--- config.mk ---
export PLATFORM = sky130hd
export DESIGN_NAME = ppbpe_front
export DESIGN_NICKNAME = d
export VERILOG_FILES = /design/src/hw/rtl/ppbpe_pkg.sv /design/src/hw/rtl/ppbpe_front.sv
export SDC_FILE = /design/constraint.sdc
export NUM_CORES = 1
export LEC_CHECK = 0
export ABC_AREA = 1
export BUFFER_PORTS_ARGS = -buffer_cell sky130_fd_sc_hd__buf_2
export CAP_MARGIN = 10
export CELL_PAD_IN_SITES_DETAIL_PLACEMENT = 0
export CELL_PAD_IN_SITES_GLOBAL_PLACEMENT = 1
export CORE_ASPECT_RATIO = 1.2
export CORE_UTILIZATION = 15
export DETAILED_ROUTE_END_ITERATION = 6
export GPL_ROUTABILITY_DRIVEN = 0
export PLACE_DENSITY = 0.9
export SYNTH_ARGS = -nofsm -noshare
export SYNTH_HDL_FRONTEND = slang
export SYNTH_SLANG_ARGS = --single-unit
--- constraint.sdc ---
create_clock -name vclk -period 1.7
set_input_delay 0.255 -clock vclk [all_inputs]
set_output_delay 0.255 -clock vclk [all_outputs]
set_load 0.02 [all_outputs]
--- src/hw/rtl/ppbpe_pkg.sv ---
package ppbpe_pkg;

  // Storage geometry.
  localparam int unsigned PixAddrW = 12;             // 4096 pixels
  localparam int unsigned NeuronW  = 6;              // 64 neurons
  localparam int unsigned SynW     = 6;              // 64 synapses per neuron
  localparam int unsigned SynAddrW = NeuronW + SynW; // synapse table index
  localparam int unsigned SizeW    = 7;              // sizes and counts, 1..64
  localparam int unsigned MaxSize  = 64;
  localparam int unsigned PatW     = 64;
  localparam int unsigned Margin   = 10;
  // floor(v / 3) == (v * Recip3) >> Recip3Shift for every v up to 765.
  localparam int unsigned Recip3      = 683;
  localparam int unsigned Recip3Shift = 11;

  // Input function codes.
  typedef enum logic [1:0] {
    FUNC_PIX_WR = 2'd0,
    FUNC_SYN_WR = 2'd1,
    FUNC_CALC   = 2'd2,
    FUNC_NOP    = 2'd3
  } func_e;

  // Configuration register indexes.
  localparam logic [3:0] CFG_COLS  = 4'd0;
  localparam logic [3:0] CFG_ROWS  = 4'd1;
  localparam logic [3:0] CFG_COUNT = 4'd2;
  localparam logic [3:0] CFG_MODE  = 4'd3;

  typedef enum logic [2:0] {
    MODE_BLUE_HIGH     = 3'd0,
    MODE_RED_HIGH      = 3'd1,
    MODE_RED_NO_BLUE   = 3'd2,
    MODE_GREEN_NO_BLUE = 3'd3,
    MODE_GRAY          = 3'd4,
    MODE_GRAY_NO_BLUE  = 3'd5,
    MODE_SINGLE        = 3'd6
  } color_mode_e;

  // Operations handed from the front part to the back part.
  typedef enum logic [1:0] {
    OP_PIX_WR = 2'd0,
    OP_SYN_WR = 2'd1,
    OP_CALC   = 2'd2
  } op_e;

  typedef struct packed {
    op_e                 op;
    logic [PixAddrW-1:0] addr;  // pixel index, or {neuron, synapse}
    logic [31:0]         data;  // {red,green,blue} or {y_frac,x_frac}
  } cmd_t;

  // Configuration after saturation, as the back part uses it.
  typedef struct packed {
    logic [SizeW-1:0] cols;
    logic [SizeW-1:0] rows;
    logic [SizeW-1:0] count;
    color_mode_e      mode;
  } cfg_t;

  // Queue status seen by the back part.
  typedef struct packed {
    logic valid;
    cmd_t head;
  } q_out_t;

  function automatic logic [SizeW-1:0] sat_size(input logic [SizeW-1:0] v);
    logic [SizeW-1:0] r;
    if (v == '0) begin
      r = SizeW'(1);
    end else if (v > SizeW'(MaxSize)) begin
      r = SizeW'(MaxSize);
    end else begin
      r = v;
    end
    return r;
  endfunction

endpackage

--- src/hw/rtl/ppbpe_front.sv ---
module ppbpe_front import ppbpe_pkg::*; (
  input  logic                in_valid_i,
  output logic                in_stall_o,
  input  logic [1:0]          func_i,
  input  logic [PixAddrW-1:0] pixel_addr_i,
  input  logic [7:0]          blue_i,
  input  logic [7:0]          green_i,
  input  logic [7:0]          red_i,
  input  logic [NeuronW-1:0]  neuron_i,
  input  logic [SynW-1:0]     synapse_i,
  input  logic [15:0]         x_frac_i,
  input  logic [15:0]         y_frac_i,
  input  logic                q_full_i,
  output logic                push_o,
  output cmd_t                cmd_o
);

  logic  accept;
  func_e func;

  assign func       = func_e'(func_i);
  assign in_stall_o = q_full_i;
  assign accept     = in_valid_i && !q_full_i;

  // The unused function code is taken and dropped here.
  always_comb begin
    cmd_o  = '{op: OP_CALC, addr: '0, data: '0};
    push_o = 1'b0;
    unique case (func)
      FUNC_PIX_WR: begin
        cmd_o.op   = OP_PIX_WR;
        cmd_o.addr = pixel_addr_i;
        cmd_o.data = {8'd0, red_i, green_i, blue_i};
        push_o     = accept;
      end
      FUNC_SYN_WR: begin
        cmd_o.op   = OP_SYN_WR;
        cmd_o.addr = {neuron_i, synapse_i};
        cmd_o.data = {y_frac_i, x_frac_i};
        push_o     = accept;
      end
      FUNC_CALC: begin
        cmd_o.op   = OP_CALC;
        cmd_o.addr = {neuron_i, SynW'(0)};
        push_o     = accept;
      end
      default: begin
        push_o = 1'b0;
      end
    endcase
  end

endmodule

==> summary.txt <==
Hold Crit Endpoint: in_stall_o
Num rows: 27
Vias in the first global route: 1,020
Hold Crit Class: in -> out
Core area: 4628 um2
Antenna-violating nets left: 0
Pre-antenna DRT Iters: 4
Crit path cell chain: buf_2 -> nand2_8 -> inv_6 -> nand2_1 -> nand2_1 -> buf_2
Pwr/cell area: 282.2 nW/um2
Status: completed
First-pass GRT wire length: 3.967 mm
Remaining Overflow, GRT: 0
Seq_cells: 0
Die area: 5164 um2
Fin. max-slew vios: 0
Initial DRC Count: 10
Hold_buf cts: 0
Leak pwr: 0.9835 nW
DP HPWL: 2.253 mm
Initial Util: 15.82%
Worst VDD drop: 0.09647 mV
Largest net degree at the start of global routing: 32
Top Ports: 132
Vias post-DR: 1,287
Hold Fails Final Rpt: 0
Port Buf Inserts: 132
Fin nets: 358
Layout cell share with drive strength beyond 1: 54.78%
Drc violations: 0
DIE HEIGHT: 78.52 um
Placed cells: 330
CLK BUF: 0
Register area: 0 um2
P&R area growth vs syn: 86.67%
Number of setup violations in the final report: 0
Postcts setup bufs: 0
Tmin final: 1.459 ns
Synth Net Count: 232
Worst EP arrival: 1.20 ns
Design area: 1366 um2
Critical path's top delay family: buffers and inverters
Critical path launch point type: input pin
Synthesized area: 732.0 um2
Fmax: 0.6852 GHz
PostCTS Resize Cnt: 0
Via/cell ratio: 3.900
Initial antenna violation count: 0
CP max stage cell: buf_2
Total Routing Usage GR: 9.102%
RSZ-0062 raised after global routing: no
Routed wire length: 2.693 mm
Min-delay src: q_full_i
Antenna diode count: 0
Buf/Inv on CP: 3
Die Wd: 65.77 um
Endpoint class of the critical path: output pin
Syn. warnings: 0
Final Non-Filler Cells: 330
Required @ worst endpoint: 1.44 ns
Max Cap Violations: 0
Hold Path Stages: 2
Setup tns final: 0 ns
Dpl cell area: 1366 um2
Crit path kind: in -> out
Final worst path period share: 85.85%
Sequential-to-total area share from yosys stat: 0%
Post-Syn Area per Cell: 4.946 um2
Synth cell types: 15
Critical-path maximum fanout: 31
Actual slew at the worst max-slew pin: 0.3140 ns
Mapped Cells: 148
Wire per inst: 8.161 um
Slowest stage delay, CP: 0.28 ns
Hold slack final: 0.7448 ns
Slew Limit Headroom: 79.06%
-- power by group --
part | total [W] | internal, W | leakage, nW | switching (W)
registers | 0 | 0 | 0 | 0
logic | 0.000386 | 0.000158 | 0.983 | 0.000228
clock network | 0 | 0 | 0 | 0
-- cells by family (layout without fill, tap and decap cells) --
| kind of cell | after synthesis | in the layout | share of synthesized area (%) |
|---|---|---|---|
| buf+inv | 21 | 145 | 22.90 |
| simple gates | 127 | 127 | 77.09 |
-- how the worst max path moves through the flow --
stage	start	endpoint	slack, ns	cells after the start
3_5_place_dp	func_i[1]	cmd_o[16]	0.24	7
4_1_cts	func_i[1]	cmd_o[16]	0.24	7
2_1_floorplan	func_i[1]	cmd_o[15]	0.51	7
6_report	func_i[0]	cmd_o[10]	0.24	6
3_3_place_gp	func_i[1]	cmd_o[0]	0.22	6
5_1_grt	func_i[1]	cmd_o[3]	0.13	7
-- synthesized netlist by cell type, drive strengths merged --
cell type | count | area, um2
inv | 11 | 53.80
nand2 | 99 | 420.4
clkbuf | 1 | 3.750
nor2 | 10 | 53.80
buf | 9 | 110.1
nand3 | 18 | 90.09
-- stage by stage --
| stage | worst slack, ns | util, % | total power [W] |
|---|---|---|---|
| floorplan | 0.5144 | - | 0.0002339 |
| global placement | 0.2249 | 29.52 | 0.0003902 |
| detailed placement | 0.2392 | 29.52 | 0.0003898 |
| CTS | 0.2400 | 29.52 | 0.0003910 |
| global route | 0.1250 | 29.52 | 0.0004249 |
| finish | 0.2406 | 29.52 | 0.0003855 |
-- per-layer routing --
| metal | vias up | share of wire (%) | GRT usage, % |
|---|---|---|---|
| met1 | 523 | 39 | 9.332 |
| met2 | 72 | 51 | 19.90 |
| met4 | 0 | 0 | 0.2174 |
| met5 | - | 0 | 0 |
| li1 | 692 | - | - |
| met3 | 0 | 9.6 | 0.4360 |
-- final cells by class --
type / instances / area [um2]
Tap cell: 58 / 72.57
Timing Repair Buffer: 134 / 675.6
Fill cell: 515 / 3262
Inverter: 11 / 53.80
Multi-Input combinational cell: 127 / 564.3
-- cells in the final DEF (no fill, tap or decap) --
master,instances
nor2_8,1
inv_8,1
inv_1,9
nand2_2,10
nand2_8,1
nor2_1,9
inv_6,1
buf_4,2
nand2_4,1
buf_2,132
nand3_1,18
nand2_1,87
No activity file was read; power rests on OpenSTA's default activity.
