$ cat config.mk
export PLATFORM = sky130hd
export DESIGN_NAME = ppbpe_queue
export DESIGN_NICKNAME = d
export VERILOG_FILES = /design/src/hw/rtl/ppbpe_pkg.sv /design/src/hw/rtl/ppbpe_queue.sv
export SDC_FILE = /design/constraint.sdc
export NUM_CORES = 1
export LEC_CHECK = 0
export BUFFER_PORTS_ARGS = -buffer_cell sky130_fd_sc_hd__buf_2
export CORE_MARGIN = 2
export CORE_UTILIZATION = 54
export CTS_BUF_LIST = sky130_fd_sc_hd__clkbuf_8
export DETAILED_ROUTE_END_ITERATION = 10
export GPL_ROUTABILITY_DRIVEN = 0
export PLACE_DENSITY = 0.82
export SLEW_MARGIN = 15
export SYNTH_ARGS = -nofsm -noshare
export SYNTH_HDL_FRONTEND = slang
export SYNTH_SLANG_ARGS = --single-unit
$ cat constraint.sdc
create_clock -name clk_i -period 4.2 [get_ports clk_i]
set_input_delay 0.21 -clock clk_i [delete_from_list [all_inputs] [get_ports clk_i]]
set_output_delay 0.21 -clock clk_i [all_outputs]
set_load 0.02 [all_outputs]
$ cat src/hw/rtl/ppbpe_pkg.sv
package ppbpe_pkg;

  // Storage geometry.
  localparam int unsigned PixAddrW = 12;             // 4096 pixels
  localparam int unsigned NeuronW  = 6;              // 64 neurons
  localparam int unsigned SynW     = 6;              // 64 synapses per neuron
  localparam int unsigned SynAddrW = NeuronW + SynW; // synapse table index
  localparam int unsigned SizeW    = 7;              // sizes and counts, 1..64
  localparam int unsigned MaxSize  = 64;
  localparam int unsigned PatW     = 64;
  localparam int unsigned Margin   = 10;
  // floor(v / 3) == (v * Recip3) >> Recip3Shift for every v up to 765.
  localparam int unsigned Recip3      = 683;
  localparam int unsigned Recip3Shift = 11;

  // Input function codes.
  typedef enum logic [1:0] {
    FUNC_PIX_WR = 2'd0,
    FUNC_SYN_WR = 2'd1,
    FUNC_CALC   = 2'd2,
    FUNC_NOP    = 2'd3
  } func_e;

  // Configuration register indexes.
  localparam logic [3:0] CFG_COLS  = 4'd0;
  localparam logic [3:0] CFG_ROWS  = 4'd1;
  localparam logic [3:0] CFG_COUNT = 4'd2;
  localparam logic [3:0] CFG_MODE  = 4'd3;

  typedef enum logic [2:0] {
    MODE_BLUE_HIGH     = 3'd0,
    MODE_RED_HIGH      = 3'd1,
    MODE_RED_NO_BLUE   = 3'd2,
    MODE_GREEN_NO_BLUE = 3'd3,
    MODE_GRAY          = 3'd4,
    MODE_GRAY_NO_BLUE  = 3'd5,
    MODE_SINGLE        = 3'd6
  } color_mode_e;

  // Operations handed from the front part to the back part.
  typedef enum logic [1:0] {
    OP_PIX_WR = 2'd0,
    OP_SYN_WR = 2'd1,
    OP_CALC   = 2'd2
  } op_e;

  typedef struct packed {
    op_e                 op;
    logic [PixAddrW-1:0] addr;  // pixel index, or {neuron, synapse}
    logic [31:0]         data;  // {red,green,blue} or {y_frac,x_frac}
  } cmd_t;

  // Configuration after saturation, as the back part uses it.
  typedef struct packed {
    logic [SizeW-1:0] cols;
    logic [SizeW-1:0] rows;
    logic [SizeW-1:0] count;
    color_mode_e      mode;
  } cfg_t;

  // Queue status seen by the back part.
  typedef struct packed {
    logic valid;
    cmd_t head;
  } q_out_t;

  function automatic logic [SizeW-1:0] sat_size(input logic [SizeW-1:0] v);
    logic [SizeW-1:0] r;
    if (v == '0) begin
      r = SizeW'(1);
    end else if (v > SizeW'(MaxSize)) begin
      r = SizeW'(MaxSize);
    end else begin
      r = v;
    end
    return r;
  endfunction

endpackage

$ cat src/hw/rtl/ppbpe_queue.sv
module ppbpe_queue import ppbpe_pkg::*; (
  input  logic   clk_i,
  input  logic   rst_ni,
  input  logic   push_i,
  input  cmd_t   cmd_i,
  output logic   full_o,
  input  logic   pop_i,
  output q_out_t q_o
);

  cmd_t       entry_q [2];
  logic       wr_ptr_q, rd_ptr_q;
  logic [1:0] count_q;

  assign full_o     = count_q == 2'd2;
  assign q_o.valid  = count_q != 2'd0;
  assign q_o.head   = entry_q[rd_ptr_q];

  always_ff @(posedge clk_i or negedge rst_ni) begin
    if (!rst_ni) begin
      wr_ptr_q <= 1'b0;
      rd_ptr_q <= 1'b0;
      count_q  <= 2'd0;
    end else begin
      if (push_i) begin
        wr_ptr_q <= ~wr_ptr_q;
      end
      if (pop_i) begin
        rd_ptr_q <= ~rd_ptr_q;
      end
      if (push_i && !pop_i) begin
        count_q <= count_q + 2'd1;
      end else if (pop_i && !push_i) begin
        count_q <= count_q - 2'd1;
      end
    end
  end

  always_ff @(posedge clk_i) begin
    if (push_i) begin
      entry_q[wr_ptr_q] <= cmd_i;
    end
  end

endmodule

==> summary.md, run 1 <==
| Metric | Value |
|---|---|
| DR iter-0 viols | `around 110` |
| Drt first pass iters | `4` |
| Max clock buf depth | `2` |
| TritonCTS buffer count | `9` |
| Ant. Diodes | `0` |
| Initial antenna violation count | `0` |
| Final setup fails | `0` |
| WP data required | `between 3000 and 4000 ps` |
| CP endpoint kind | `output port` |
| Cells after synthesis | `~160` |
| FMAX | `about 420 MHz` |
| I/O Pins | `a little under 100` |
| PwrDens | `~660 mW/mm^2` |
| Slowest stage delay, CP | `between 800 and 900 ps` |
| Crit. Startpoint | `rd_ptr_q$_DFFE_PN0P_` |
| GR Util All Layers | `15.1%` |
| Max Cap Viol | `0` |
| Final Net Count | `between 300 and 400` |
| Worst path depth | `3` |
| Synth warnings | `0` |
| Rows | `29` |
| Combinational share of power | `around a third` |
| Switching power total | `0.944 mW` |
| Post-synth cell types | `14` |
| LEAKAGE | `approximately 1.8 nW` |
| Crit path max-delay family | `flip-flops` |
| DR WL/cell | `16.0 um` |
| Area Overhead vs Synth | `20.2%` |
| Largest net degree at the start of global routing | `between 40 and 50` |
| Top post-synthesis cells by area | `edfxtp_1 (76%), mux2_4 (12%), mux2_2 (5.0%)` |
| EDFF count, synth | `a little over 90` |
| Max transition margin | `about a quarter` |
| Synth area leader | `edfxtp_1` |
| Core footprint | `approximately 0.0064 mm^2` |
| Dpl cells | `330` |
| Vias in the first global route | `~1,800` |
| Clk slew on worst S/H paths | `about 90 ps` |
| Vias | `~1,700` |
| CP arrival | `2190 ps` |
| Critical Path End | `q_o[45]` |
| Most frequent cells after synthesis | `edfxtp_1 (92), mux2_4 (30), mux2_2 (16)` |
| Die Y | `86.0 um` |
| Die W | `between 80 and 90 um` |
| Via density | `between 5 and 6` |
| Grt total ovfl | `0` |
| Clock sink count | `96` |
| Actual slew at the worst max-slew pin | `~1100 ps` |
| Seq pwr share | `48.1%` |
| Final Non-Filler Cells | `approximately 350` |
| Ys flop type | `edfxtp_1` |
| Initial core utilization | `a little under three fifths` |
| Post-synthesis net count | `between 200 and 250` |
| CP bufs+invs | `2` |
| Slew Limit Fails | `0` |
| CP cell instances | `buf_4, mux2_2, buf_2` |
| R2r setup slk | `approximately 2300 ps` |
| Part of the power in the clock network | `17.5%` |
| Crit Reg-Reg Startpoint | `wr_ptr_q$_DFFE_PN0P_` |
| Period Utilization, post-route | `roughly 57%` |
| Crit path launch type | `flip-flop` |
| IO Port Bufs | `between 90 and 100` |
| Async set or reset register ratio after synthesis | `4.17%` |
| Clock Skews | `around 9 ps` |
| Setup TNS | `0 ps` |
| Fraction of layout cells with a size suffix above 1 | `around three fifths` |
| CTS tree | `done` |
| Peak supply drop | `0.389 mV` |
| Clock root cell | `clkbuf_8` |
| R2R depth | `2` |
| Hold Path Class | `in2reg` |
| Worst-skew pair later-pin latency | `roughly 340 ps` |
| Period minus WS final | `2400 ps` |
| Status | `finished, final reports clean` |
| RSZ-0062 raised after global routing | `false` |
| DP HPWL | `3.57 mm` |
| Worst R2R End | `entry_q[0][44]$_DFFE_PP_` |
| Critical path type | `reg2out` |
| Cell area after synthesis | `between 0.003 and 0.004 mm^2` |
| Most numerous cell in the Yosys netlist | `edfxtp_1` |
| Final Hold Viols | `0` |
| Global-route wire length before repair | `8.17 mm` |
| Filler cells | `450` |
| H-tree Lvls | `3` |
| FF+latch count, synth | `96` |
| DRC viols | `0` |
| Seq/Total Area, Yosys | `roughly 80%` |
| Post CTS Setup Buffer Count | `0` |
| Antenna-violating nets left | `0` |
| Max FO, Critical Path | `27` |
| Synth top area share | `between 70% and 80%` |
| Syn Area/Cell | `around 23 um^2` |
| Switch share | `32.7%` |
| CP max-delay cell | `dfrtp_2` |
| DIE AREA | `0.00740 mm^2` |
| Int Power | `roughly 1.9 mW` |
| Final WL | `approximately 5.5 mm` |
==> per-layer routing <==
metal  wire, um  vias to the layer above  part of all wire (%)  global-route usage, %
li1           -                      833                     -                      -
met1       2340                      838                    42                   17.4
met2       2790                       59                    50                   25.4
met3        355                        6                   6.4                   4.52
met4         71                        0                   1.3                   7.65
met5          0                        -                     0                      0
==> power by group through the flow <==
stage | sequential [mW] | combinational [mW] | clock (mW)
floorplan | 1.34 | 0.812 | 0
global placement | 1.40 | 0.998 | 0
detailed placement | 1.41 | 1.00 | 0
CTS | 1.39 | 1.01 | 0.514
global route | 1.41 | 1.06 | 0.555
finish | 1.39 | 0.993 | 0.504
==> cell usage in the layout, fill, tap and decap left out, drive strengths merged <==
cell / n
nor2b: 2
clkbuf: 9
xnor2: 1
buf: 99
dfrtp: 4
inv: 3
or2: 1
edfxtp: 92
clkinv: 3
nor2: 1
xor2: 4
mux2: 46
clkinvlp: 2
dlygate4sd3: 1
ha: 1
and2: 1
==> logic make-up (layout without fill, tap and decap cells) <==
family / after synthesis / count (layout) / synth area share (%)
XOR/XNOR: 5 / 5 / 1.21
adder cells (fa/ha/maj): 1 / 1 / 0.344
buffers and inverters: 6 / 117 / 1.48
flip-flops: 96 / 96 / 78.8
multiplexers: 46 / 46 / 17.4
AND/OR/NAND/NOR: 5 / 5 / 0.792
==> area by class of cell <==
| class | count | area, um^2 | share of cell area (%) |
|---|---|---|---|
| clock inverter | 7 | 41.3 | 0.946 |
| inverter | 1 | 3.75 | 0.0860 |
| timing repair buffer | 100 | 510 | 11.7 |
| clock buffer | 9 | 124 | 2.84 |
| multi-input combinational | 57 | 724 | 16.6 |
| tap | 77 | 96.3 | 2.21 |
| sequential | 96 | 2860 | 65.6 |
==> stage by stage <==
stage                     utilization, %  hold WS [ps]  worst slack, ps  power [mW]  area [um^2]
after detailed placement            65.2          19.4             2120        2.41         4190
after global routing                68.0          31.9             1680        3.02         4360
after global placement              65.2          17.7             2150        2.40         4190
after CTS                           68.0          36.9             1750        2.91         4360
final                               68.0          52.7             1800        2.88         4360
after floorplan                        -         -85.6             1290        2.15         3630
==> state kept, by name, indices dropped and copies added, names as in the netlist <==
register and count:
count_q 2, rd_ptr_q 1, wr_ptr_q 1, entry_q 92
==> how the worst min path moves through the flow <==
stage	slack, ps	endpoint	depth (start not counted)	startpoint
CTS	40	entry_q[0][19]$_DFFE_PP_	1	cmd_i[19]
global placement	20	count_q[1]$_DFFE_PN0P_	1	rst_ni
detailed placement	20	count_q[1]$_DFFE_PN0P_	1	rst_ni
floorplan	-90	count_q[0]$_DFFE_PN0P_	0	rst_ni
global route	30	entry_q[1][38]$_DFFE_PP_	1	cmd_i[38]
finish	50	entry_q[1][8]$_DFFE_PP_	1	cmd_i[8]
==> timing repair <==
action	in CTS	in global routing
hold buffers	1	0
hold endpoints to repair	4	0
gates resized for setup	0	0
(Power assumes the default switching activity.)
==> run 2, diff against run 1 <==
ABC_AREA = 1   (was unset)
CORE_UTILIZATION = 49   (was 54)
PLACE_DENSITY = 0.78   (was 0.82)
clock period = 1.97 ns   (was 4.2 ns; I/O delays follow)
==> run 2 against run 1 <==
Compared with the run above: die area is 10% higher; via count rose by 18%; sequential power rose by 110%; largest power group unchanged; cell area up 15%; core utilization grew 1.4 points; setup slack worse by 1600 ps; synthesized cell count up 5.7%; wire length rose by 29%; count of clock-buffer cells in the layout unchanged; first-iteration DRC count shrank 24%.
==> summary.md, run 2 <==
| Metric | Value |
|---|---|
| Status | `finished, final reports clean` |
| Commonest non-fill, non-tap cell in the layout | `buf_2` |
| Global-route wire length before repair | `11.0 mm (+35%)` |
| Combinational share of power | `35.4% (+1.0 points)` |
| DIE AREA | `0.00815 mm^2 (+10%)` |
| Setup TNS | `0 ps (unchanged)` |
| Slew Limit Fails | `0 (unchanged)` |
| Clock Skews | `7.90 ps (-1.23 ps)` |
| Post-CTS sizing | `0 (unchanged)` |
| Max FO, Critical Path | `41 (+52%)` |
| Worst-skew pair later-pin latency | `350 ps (about the same)` |
| Largest register FFs | `92 (unchanged)` |
| Met2 wire length | `3.78 mm (+36%)` |
| PwrDens | `1350 mW/mm^2 (+100%)` |
| Vias in the first global route | `2,235 (+25%)` |
| Cell area after synthesis | `0.00365 mm^2 (+0.48%)` |
| R2r setup slk | `710 ps (-1610 ps)` |
| Synth area leader | `edfxtp_1` |
| Drt first pass iters | `6 (+2)` |
| Core footprint | `0.00721 mm^2 (+12%)` |
| Worst R2R End | `entry_q[1][16]$_DFFE_PP_` |
| Post-synthesis mux area share | `17.3% (-0.083 points)` |
| Area Overhead vs Synth | `37.1%` |
| DR iter-0 viols | `83 (-24%)` |
| Met3 wire len | `374 um (+5.4%)` |
| RSZ-0062 raised after global routing | `false` |
| Post-DP Area | `0.00427 mm^2 (+1.9%)` |
| Post-synthesis xor/xnor area fraction | `0.720% (-0.49 points)` |
| Synth Area in Compound Gates | `0% (unchanged)` |
| GR Util All Layers | `18.0% (+2.9 points)` |
| R2R depth | `3 (+1)` |
| Die Y | `90.3 um (+5.0%)` |
| Peak supply drop | `0.771 mV (+98%)` |
| Seq pwr share | `42.3% (-5.8 points)` |
| Actual slew at the worst max-slew pin | `358 ps (-757 ps)` |
| Die W | `90.3 um (+5.0%)` |
| Most frequent cells after synthesis | `edfxtp_1 (92), mux2_4 (30), mux2_2 (16)` |
| Period minus WS final | `around 1800 ps` |
| Worst path depth | `3 (unchanged)` |
| Cells after synthesis | `168 (+5.7%)` |
| Ant. Diodes | `0 (unchanged)` |
| Dpl cells | `364 (+10%)` |
| Vias | `2,055 (+18%)` |
| I/O Pins | `98 (unchanged)` |
| Initial antenna violation count | `0 (unchanged)` |
| Switching power total | `2.15 mW (+130%)` |
| Int Power | `4.62 mW (+140%)` |
| Grt total ovfl | `0 (unchanged)` |
| Synth top area share | `75.7% (-0.37 points)` |
| H-tree Lvls | `3 (unchanged)` |
| Max clock buf depth | `2 (unchanged)` |
| FF+latch count, synth | `96 (unchanged)` |
| Via density | `4.79 (-4.3%)` |
| Synth Area in Simple Gates | `1.13% (+0.34 points)` |
| Post-synthesis net count | `219 (+4.3%)` |
| Worst hold slack | `114 ps (+61.8 ps)` |
| Clock root cell | `clkbuf_8` |
| Synth warnings | `0 (unchanged)` |
| Worst setup margin | `166 ps (-1630 ps)` |
| Syn Area/Cell | `21.7 um^2 (-4.9%)` |
| Final Non-Filler Cells | `429 (+24%)` |
| Final WL | `7.14 mm (+29%)` |
| Final Net Count | `376 (+19%)` |
| CP arrival | `1710 ps (-480 ps)` |
| Adder-cell area share of the yosys netlist | `0.343% (-0.0017 points)` |
| Metal-1 WL | `2.92 mm (+25%)` |
| LEAKAGE | `2.03 nW (+16%)` |
| Final instance area | `0.00500 mm^2 (+15%)` |
| Clk slew on worst S/H paths | `90 ps (about the same)` |
| Crit. Startpoint | `rd_ptr_q$_DFFE_PN0P_` |
| EDFF count, synth | `92 (unchanged)` |
| Crit Reg-Reg Startpoint | `wr_ptr_q$_DFFE_PN0P_` |
| Final Hold Viols | `0 (unchanged)` |
| Initial core utilization | `50.6% (-6.0 points)` |
| Post CTS Setup Buffer Count | `0 (unchanged)` |
| Commonest non-fill, non-tap cells in the layout | `buf_2 (97), edfxtp_1 (92), dlygate4sd3_1 (49)` |
| Rows | `31 (+6.9%)` |
| Ys flop type | `edfxtp_1` |
| DRC viols | `0 (unchanged)` |
| Max transition margin | `76.2% (+50 points)` |
| # hold bufs at CTS | `49 (+48)` |
| Fraction of layout cells with a size suffix above 1 | `50.6% (-9.8 points)` |
| CTS tree | `done` |
| Async set or reset register ratio after synthesis | `4.17% (unchanged)` |
| Seq/Total Area, Yosys | `78.4% (-0.38 points)` |
| CP cell instances | `buf_12, mux2_2, buf_2` |
| Hold Path Class | `in2async` |
| FMAX | `554 MHz` |
| WP data required | `1870 ps (-2120 ps)` |
| DP HPWL | `4.00 mm (+12%)` |
| Crit path launch type | `flip-flop` |
| CP bufs+invs | `2 (unchanged)` |
| CP max-delay cell | `dfrtp_2` |
| Switch share | `31.7% (-1.0 points)` |
| IO Port Bufs | `97 (unchanged)` |
| DR WL/cell | `16.6 um (+4.1%)` |
| Final setup fails | `0 (unchanged)` |
| Pre-CTS setup slack | `555 ps (-1570 ps)` |
| Largest net degree at the start of global routing | `42 (-11%)` |
| Most numerous cell in the Yosys netlist | `edfxtp_1` |
| Period Utilization, post-route | `between 90% and 100%` |
| Largest registers | `entry_q x92, count_q x2` |
| Max Cap Viol | `0 (unchanged)` |
| Part of the power in the clock network | `22.3% (+4.8 points)` |
| CP endpoint kind | `output port` |
| Post-synth cell types | `14 (unchanged)` |
| Critical Path End | `q_o[44]` |
| Antenna-violating nets left | `0 (unchanged)` |
| Critical path type | `reg2out` |
| Highest routed layer | `met4` |
| Clock sink count | `96 (unchanged)` |
| Largest family of logic cells by synthesized area | `multiplexers` |
| TritonCTS buffer count | `9 (unchanged)` |
| Top post-synthesis cells by area | `edfxtp_1 (76%), mux2_4 (12%), mux2_2 (4.9%)` |
| Crit path max-delay family | `flip-flops` |
| Slowest stage delay, CP | `480 ps (-350 ps)` |
| Largest register by flop count | `entry_q` |
## run 2: cell count changes in the layout (fill, tap and decap cells not counted), moves of 2 or more
cell / previous run / this run
inv_1: 3 / 6
dlygate4sd3_1: 1 / 49
bufinv_16: 0 / 3
buf_4: 2 / 4
nand2_1: 0 / 6
xor2_1: 4 / 2
## run 2: cell type report
cell class,count,area (um^2)
clock inverters,7,120
inverters,7,26.3
multi-input cells,60,718
flip-flops and latches,96,2860
well taps,99,124
clock buffers,9,124
repair buffers,151,1030
fillers,481,2210
## run 2: cell families after synthesis
family	count (synthesis)
fa+ha+maj	1
xor+xnor	3
mux	46
buf+inv	12
flops	96
simple gates	10
## run 2: metal layers
metal  vias to the layer above  GRT usage [%]
met1                      1010           20.9
met3                         5           5.01
met2                        84           32.2
li1                        956              -
met4                         0           5.90
met5                         -              0
## run 2: per-stage QoR
| stage | power, mW | util [%] |
|---|---|---|
| 4_1_cts | 6.80 | 69.3 |
| 3_3_place_gp | 5.18 | 59.2 |
| 3_5_place_dp | 5.23 | 59.2 |
| 5_1_grt | 7.07 | 69.3 |
| 6_report | 6.77 | 69.3 |
| 2_1_floorplan | 4.59 | - |
## run 2: worst min-delay path by stage
stage | depth (start not counted) | from | endpoint
detailed placement | 1 | rst_ni | count_q[0]$_DFFE_PN0P_
global placement | 1 | rst_ni | count_q[0]$_DFFE_PN0P_
global route | 2 | rst_ni | rd_ptr_q$_DFFE_PN0P_
finish | 2 | rst_ni | rd_ptr_q$_DFFE_PN0P_
CTS | 2 | rst_ni | count_q[0]$_DFFE_PN0P_
floorplan | 0 | rst_ni | count_q[0]$_DFFE_PN0P_
## run 2: worst reg2reg max path: stages (launching register included)
cell and delay [ps]:
dfrtp_1 440, nand2_1 90, inv_2 60, buf_4 320
## run 2: power by group through the flow
stage / Combinational (mW) / Sequential (mW) / Clock, mW
4_1_cts: 2.40 / 2.86 / 1.54
5_1_grt: 2.53 / 2.90 / 1.64
6_report: 2.40 / 2.86 / 1.51
3_3_place_gp: 2.29 / 2.89 / 0
3_5_place_dp: 2.32 / 2.91 / 0
2_1_floorplan: 1.74 / 2.85 / 0
